===== config.mk =====
export PLATFORM = sky130hd
export DESIGN_NAME = sorted_priority_queue
export DESIGN_NICKNAME = d
export VERILOG_FILES = /design/src/sv/spq_pkg.sv /design/src/sv/sorted_priority_queue.sv /design/src/sv/spq_cell.sv
export SDC_FILE = /design/constraint.sdc
export NUM_CORES = 2
export LEC_CHECK = 0
export BUFFER_PORTS_ARGS = -buffer_cell sky130_fd_sc_hd__buf_2
export CORE_MARGIN = 2
export CORE_UTILIZATION = 63
export DETAILED_ROUTE_END_ITERATION = 16
export PLACE_DENSITY = 0.81
export SYNTH_ARGS = -nofsm -noshare
export SYNTH_HDL_FRONTEND = slang
export SYNTH_SLANG_ARGS = --single-unit

===== constraint.sdc =====
create_clock -name i_clk -period 8.3 [get_ports i_clk]
set_clock_uncertainty 0.2 [all_clocks]
set_input_delay 0 -clock i_clk [delete_from_list [all_inputs] [get_ports i_clk]]
set_output_delay 0 -clock i_clk [all_outputs]
set_load 0.02 [all_outputs]

===== src/sv/spq_pkg.sv =====
// shared types and constants for the sorted priority queue
`default_nettype none

package spq_pkg;

    localparam int unsigned DEF_CAPACITY    = 16;
    localparam int unsigned DEF_VALUE_WIDTH = 32;
    localparam int unsigned DEF_RANK_WIDTH  = 16;

    typedef enum logic {
        OP_INSERT = 1'b0,
        OP_REMOVE = 1'b1
    } t_opcode;

    typedef enum logic [1:0] {
        ST_DONE  = 2'd0,
        ST_FULL  = 2'd1,
        ST_EMPTY = 2'd2
    } t_status;

    // per-cycle command broadcast to every cell
    typedef struct packed {
        logic ins;
        logic rem;
    } t_cell_ctrl;

endpackage

`default_nettype wire


===== src/sv/sorted_priority_queue.sv =====
// sorted priority queue built from a row of compare-and-shift cells
//
//   channel   ports                                             transfer when
//   command   i_opcode, i_item_value, i_item_rank               start && !busy
//   result    o_status, o_removed_*, o_head_*, o_held_count,    o_valid
//             o_is_empty
//
// one command per cycle; busy stays low, every cell updates in the same edge
// the result appears on the cycle after the command transfer, for one cycle
// the cost per command is one rank compare per cell plus the neighbor select
// reset empties the queue at once; slot contents are not cleared
// the result side cannot stall, so nothing is ever held back
`default_nettype none

module sorted_priority_queue #(
    parameter int unsigned CAPACITY    = spq_pkg::DEF_CAPACITY,
    parameter int unsigned VALUE_WIDTH = spq_pkg::DEF_VALUE_WIDTH,
    parameter int unsigned RANK_WIDTH  = spq_pkg::DEF_RANK_WIDTH,
    localparam int unsigned CNT_W      = $clog2(CAPACITY + 1)
) (
    input  wire                           i_clk,
    input  wire                           i_rst_n,
    input  wire                           start,
    output logic                          busy,
    input  wire                           i_opcode,
    input  wire        [VALUE_WIDTH-1:0]  i_item_value,
    input  wire signed [RANK_WIDTH-1:0]   i_item_rank,
    output logic                          o_valid,
    output logic       [1:0]              o_status,
    output logic       [VALUE_WIDTH-1:0]  o_removed_value,
    output logic signed [RANK_WIDTH-1:0]  o_removed_rank,
    output logic       [VALUE_WIDTH-1:0]  o_head_value,
    output logic signed [RANK_WIDTH-1:0]  o_head_rank,
    output logic       [CNT_W-1:0]        o_held_count,
    output logic                          o_is_empty
);
    import spq_pkg::*;

    logic                          w_stay  [CAPACITY];
    logic        [VALUE_WIDTH-1:0] w_value [CAPACITY];
    logic signed [RANK_WIDTH-1:0]  w_rank  [CAPACITY];

    logic                          r_valid;
    t_status                       r_status;
    logic        [VALUE_WIDTH-1:0] r_removed_value;
    logic signed [RANK_WIDTH-1:0]  r_removed_rank;
    logic        [CNT_W-1:0]       r_count;

    t_status                       n_status;
    logic        [CNT_W-1:0]       n_count;
    logic        [VALUE_WIDTH-1:0] n_removed_value;
    logic signed [RANK_WIDTH-1:0]  n_removed_rank;
    t_cell_ctrl                    w_ctrl;
    logic                          w_accept;
    logic                          w_full;
    logic                          w_empty;

    assign busy     = 1'b0;
    assign w_accept = start && !busy;
    assign w_full   = (r_count == CNT_W'(CAPACITY));
    assign w_empty  = (r_count == '0);

    always_comb begin
        w_ctrl          = '0;
        n_status        = ST_DONE;
        n_count         = r_count;
        n_removed_value = '0;
        n_removed_rank  = '0;
        if (w_accept) begin
            if (t_opcode'(i_opcode) == OP_INSERT) begin
                if (w_full) begin
                    n_status = ST_FULL;
                end else begin
                    w_ctrl.ins = 1'b1;
                    n_count    = r_count + CNT_W'(1);
                end
            end else begin
                if (w_empty) begin
                    n_status = ST_EMPTY;
                end else begin
                    w_ctrl.rem      = 1'b1;
                    n_count         = r_count - CNT_W'(1);
                    n_removed_value = w_value[0];
                    n_removed_rank  = w_rank[0];
                end
            end
        end
    end

    for (genvar gi = 0; gi < CAPACITY; gi++) begin : g_cell
        logic                          w_prev_stay;
        logic        [VALUE_WIDTH-1:0] w_prev_value;
        logic signed [RANK_WIDTH-1:0]  w_prev_rank;
        logic        [VALUE_WIDTH-1:0] w_next_value;
        logic signed [RANK_WIDTH-1:0]  w_next_rank;

        if (gi == 0) begin : g_first
            // the head has nothing ahead of it, so it takes the new item directly
            assign w_prev_stay  = 1'b1;
            assign w_prev_value = i_item_value;
            assign w_prev_rank  = i_item_rank;
        end else begin : g_mid
            assign w_prev_stay  = w_stay[gi-1];
            assign w_prev_value = w_value[gi-1];
            assign w_prev_rank  = w_rank[gi-1];
        end

        if (gi == CAPACITY - 1) begin : g_last
            assign w_next_value = w_value[gi];
            assign w_next_rank  = w_rank[gi];
        end else begin : g_body
            assign w_next_value = w_value[gi+1];
            assign w_next_rank  = w_rank[gi+1];
        end

        spq_cell #(
            .VALUE_WIDTH (VALUE_WIDTH),
            .RANK_WIDTH  (RANK_WIDTH)
        ) u_cell (
            .i_clk        (i_clk),
            .i_ctrl       (w_ctrl),
            .i_occ        (CNT_W'(gi) < r_count),
            .i_new_value  (i_item_value),
            .i_new_rank   (i_item_rank),
            .i_prev_stay  (w_prev_stay),
            .i_prev_value (w_prev_value),
            .i_prev_rank  (w_prev_rank),
            .i_next_value (w_next_value),
            .i_next_rank  (w_next_rank),
            .o_stay       (w_stay[gi]),
            .o_value      (w_value[gi]),
            .o_rank       (w_rank[gi])
        );
    end

    always_ff @(posedge i_clk) begin
        if (!i_rst_n) begin
            r_valid  <= 1'b0;
            r_count  <= '0;
            r_status <= ST_DONE;
        end else begin
            r_valid  <= w_accept;
            r_count  <= n_count;
            r_status <= n_status;
        end
    end

    always_ff @(posedge i_clk) begin
        r_removed_value <= n_removed_value;
        r_removed_rank  <= n_removed_rank;
    end

    // head read straight from the cells after the update, count from the held-count register
    assign o_valid         = r_valid;
    assign o_status        = r_status;
    assign o_removed_value = r_removed_value;
    assign o_removed_rank  = r_removed_rank;
    assign o_head_value    = w_empty ? '0 : w_value[0];
    assign o_head_rank     = w_empty ? '0 : w_rank[0];
    assign o_held_count    = r_count;
    assign o_is_empty      = w_empty;

    a_count_bound: assert property (@(posedge i_clk) disable iff (!i_rst_n)
        r_count <= CNT_W'(CAPACITY))
        else $error("held count above capacity");

    a_strobe_follows: assert property (@(posedge i_clk) disable iff (!i_rst_n)
        w_accept |=> o_valid)
        else $error("result strobe missing after command transfer");

    a_full_refusal: assert property (@(posedge i_clk) disable iff (!i_rst_n)
        (o_valid && o_status == ST_FULL) |-> w_full)
        else $error("full refusal while not full");

    a_empty_refusal: assert property (@(posedge i_clk) disable iff (!i_rst_n)
        (o_valid && o_status == ST_EMPTY) |-> o_is_empty)
        else $error("empty refusal while items held");

    a_count_step: assert property (@(posedge i_clk) disable iff (!i_rst_n)
        (w_accept && n_status == ST_DONE) |=> (r_count != $past(r_count)))
        else $error("count unchanged after a completed command");

endmodule

`default_nettype wire


===== src/sv/spq_cell.sv =====
// one slot of the sorted row: keeps, takes the new item, or shifts from a neighbor
`default_nettype none

module spq_cell #(
    parameter int unsigned VALUE_WIDTH = spq_pkg::DEF_VALUE_WIDTH,
    parameter int unsigned RANK_WIDTH  = spq_pkg::DEF_RANK_WIDTH
) (
    input  wire                          i_clk,
    input  wire spq_pkg::t_cell_ctrl     i_ctrl,
    input  wire                          i_occ,
    input  wire        [VALUE_WIDTH-1:0] i_new_value,
    input  wire signed [RANK_WIDTH-1:0]  i_new_rank,
    input  wire                          i_prev_stay,
    input  wire        [VALUE_WIDTH-1:0] i_prev_value,
    input  wire signed [RANK_WIDTH-1:0]  i_prev_rank,
    input  wire        [VALUE_WIDTH-1:0] i_next_value,
    input  wire signed [RANK_WIDTH-1:0]  i_next_rank,
    output logic                         o_stay,
    output logic       [VALUE_WIDTH-1:0] o_value,
    output logic signed [RANK_WIDTH-1:0] o_rank
);
    import spq_pkg::*;

    logic        [VALUE_WIDTH-1:0] r_value;
    logic signed [RANK_WIDTH-1:0]  r_rank;
    logic        [VALUE_WIDTH-1:0] n_value;
    logic signed [RANK_WIDTH-1:0]  n_rank;

    // held item keeps its place when its priority is at least the new one
    assign o_stay  = i_occ && (r_rank >= i_new_rank);
    assign o_value = r_value;
    assign o_rank  = r_rank;

    always_comb begin
        n_value = r_value;
        n_rank  = r_rank;
        if (i_ctrl.ins && !o_stay) begin
            if (i_prev_stay) begin
                n_value = i_new_value;
                n_rank  = i_new_rank;
            end else begin
                n_value = i_prev_value;
                n_rank  = i_prev_rank;
            end
        end else if (i_ctrl.rem) begin
            n_value = i_next_value;
            n_rank  = i_next_rank;
        end
    end

    always_ff @(posedge i_clk) begin
        r_value <= n_value;
        r_rank  <= n_rank;
    end

endmodule

`default_nettype wire


==> impl_results.md <==
* Total CTS buffers at about 90
* Clk Latency, worst-skew pair at around 0.66 ns
* Hold path depth at 3
* Final net count at about 4,500
* Vias at roughly 36,000
* Leak at 0.0211 µW
* Synthesis warning total at 0
* Global Route Usage Sum at 35.6%
* Via/cell ratio at about 7
* # resized after CTS at 0
* Wire length per cell after detailed routing at about 27 µm
* Register Area at ~0.024 mm²
* Place WS at 2.34 ns
* Final period util at 68.0%
* Clock sinks at approximately 820
* Num rows at 100
* Netlist Area Pre-Place at 0.0473 mm²
* Worst Hold Margin at 0.0452 ns
* Clk root buf: clkbuf_16
* Crit start category: input pin
* Die Ht at roughly 280 µm
* Largest net degree at the start of global routing at just under 100
* Hold crit path type: input pin to flop
* Post-layout min period at ~5.6 ns
* Commonest non-fill, non-tap cell in the layout: edfxtp_1
* Mapped Cells at ~4,200
* Number of synthesized register bits at 824
* Final WL at between 100 and 150 mm
* Max-slew violations at 0
* Leading post-synthesis cells by cell area: edfxtp_1 49%, mux2i_1 11%, a21oi_1 7.1%, ha_1 6.9%, mux2_2 5.9%
* XOR/XNOR Fraction of Synth Area at less than 1%
* Max-slew headroom at approximately 15%
* Commonest cells after routing, fill and taps aside: 768 x edfxtp_1, 665 x a21oi_1, 532 x mux2i_1, 261 x nor2_1, 259 x ha_1
* Vias in the first global route at about 35,000
* Clock transition at path regs at around 0.060 ns
* H-Tree Level Count at 3
* Initial antenna violation count at 2
* Antenna viol nets, final at 0
* Core area at between 0.07 and 0.08 mm²
* Placement Cell Area at between 0.04 and 0.05 mm²
* CTS max path bufs at 3
* Worst-Margin Slew at ~1.3 ns
* Status: finished clean
* FMAX at roughly 180 MHz
* Yosys cell types at 75
* Share of cells above drive strength 1 at between 10% and 20%
* Critical Path RT at between 8 and 9 ns
* Area of the multi-input gates at about 0.022 mm²
* Post-synthesis mux area share at 17.8%
* CP arrival at approximately 5.7 ns
* Worst r2r path cells at 11
* Port Buffers at 156
* Final Cell Area at around 0.052 mm²
* 1st-pass router iterations at 6
* Critical path class: input pin to flop
* Syn Nets at ~4,500
* Final cell count without fillers at 5,241
* Adder-Cell Fraction of Synth Area at ~7%
* Area growth syn-to-layout at 10.5%
* PD cells at about 280 mW/mm²
* Post-synth ARST share at 0%
* CTS tree: done
* First-pass GRT wire length at 211 mm
* Max-cap violations at 0
* Worst vdd ir at 0.228 mV
* Post-Place Cells at between 5,000 and 6,000
* Endpoints failing setup at 0
* Initial drt markers at ~4,500
* Die area at roughly 0.077 mm²
* Initial core utilization at around 64%
* Main combinational cell family by area after synthesis: multiplexers
* Crit path capture type: flop
* Worst Setup Slack, final at ~2.7 ns
* Setup TNS at 0 ns
* Synth top area share at about half
* Post-synthesis simple-gate area fraction at under 10%
* Mean Syn Cell Area at between 10 and 15 µm²
* EDFF count, synth at between 700 and 800
* Seq/Total Area, Yosys at approximately half
* Critical Path Fanout Max at ~50
* Die width at approximately 280 µm
* Unrepaired setup endpoints after global routing: false
* Fin. Hold Viols at 0
* Post-DP HPWL at between 80 and 90 mm
* Dominant cell type by area after synthesis: edfxtp_1
* Ys flop type: edfxtp_1
* Compound-Gate Fraction of Synth Area at 12.7%
* GR Overflow Total at 0
* # IOs at ~160
* Fill cells at ~5,300
* Gp weighted congestion at ~0.98
* DR DRC count at 0
repair_timing:
| item | CTS | global route |
|---|---|---|
| endpoints found under the setup margin | 0 | 0 |
| hold buffers | 56 | 0 |
| buffers inserted | 0 | 0 |
| hold endpoints to repair | 782 | 0 |
through the flow:
stage          power, µW  util (%)
3_5_place_dp       10500      65.4
6_report           14800      70.3
3_3_place_gp       10400      65.4
4_1_cts            14700      70.2
5_1_grt            15400      70.3
2_1_floorplan       9120         -
registers in the layout, summed over array words and instances, names as in the netlist:
| signal | cells |
|---|---|
| g_cell.u_cell.o_rank | 256 |
| g_cell.u_cell.o_value | 512 |
| o_held_count | 5 |
| o_removed_rank | 16 |
| o_removed_value | 32 |
| o_status | 2 |
| o_valid | 1 |
area by class of cell:
class | count | share of cell area (%)
clock inverters | 46 | 1.00
clock buffers | 120 | 4.85
well taps | 969 | 2.32
inverters | 41 | 0.295
diodes | 1 | 0.00479
multi-input cells | 2956 | 41.6
repair buffers | 284 | 3.64
flip-flops and latches | 824 | 46.3
synthesized netlist by cell type (8+ instances only):
library cell,number
edfxtp_1,768
a21oi_1,667
mux2i_1,532
nor2_1,266
ha_1,259
mux2_2,248
o21ai_0,245
nand2_1,211
clkbuf_1,184
buf_2,110
nand3_1,72
nor2b_1,62
dfxtp_1,56
and2_1,55
a31oi_1,54
nand4_1,45
inv_1,41
a21o_1,31
o211ai_1,20
buf_4,19
mux2_1,19
nand2b_1,18
buf_6,12
nor4_1,12
a211oi_1,9
and3_1,9
o21a_1,9
a21boi_0,8
power by group:
part           internal [µW]  switching, µW
sequential              5710            541
combinational           1600           2810
clock                   2380           1780
routing by layer:
| layer | up-vias | wire length, µm | global-route usage, % |
|---|---|---|---|
| met2 | 2367 | 61500 | 53.7 |
| met4 | 4 | 4510 | 12.4 |
| met1 | 17500 | 55400 | 49.3 |
| met3 | 308 | 18200 | 10.1 |
| met5 | - | 23 | 0 |
| li1 | 15700 | - | - |
worst max-delay path, stage by stage:
cell and delay (ns):
dlygate4sd3_1 0.53, buf_2 0.40, inv_1 0.51, ha_1 0.48
a21o_1 0.17, a21o_1 0.17, a211oi_1 0.40, o211ai_1 0.13
o211ai_1 0.18, buf_4 0.51, and2_2 0.24, buf_4 0.63
nand2b_2 0.74, buf_4 0.58
cell families after synthesis:
logic type               Yosys count
flip-flops                       824
other                              1
multiplexers                     803
adder cells (fa/ha/maj)          259
AO/OA/AOI/OAI                   1098
AND/OR/NAND/NOR                  791
XOR/XNOR                           4
buffers and inverters            373
final timing paths:
| check | slack, ns | end | startpoint |
|---|---|---|---|
| max | 2.66 | g_cell[9].u_cell.o_rank[0] | i_item_rank[5] |
| min reg2reg | 0.29 | o_removed_value[20] | g_cell[0].u_cell.o_value[20] |
| max reg2reg | 3.06 | g_cell[12].u_cell.o_value[6] | g_cell[12].u_cell.o_rank[11] |
| min | 0.05 | o_status[0] | i_opcode |
Power figures use the tool's default switching activity.
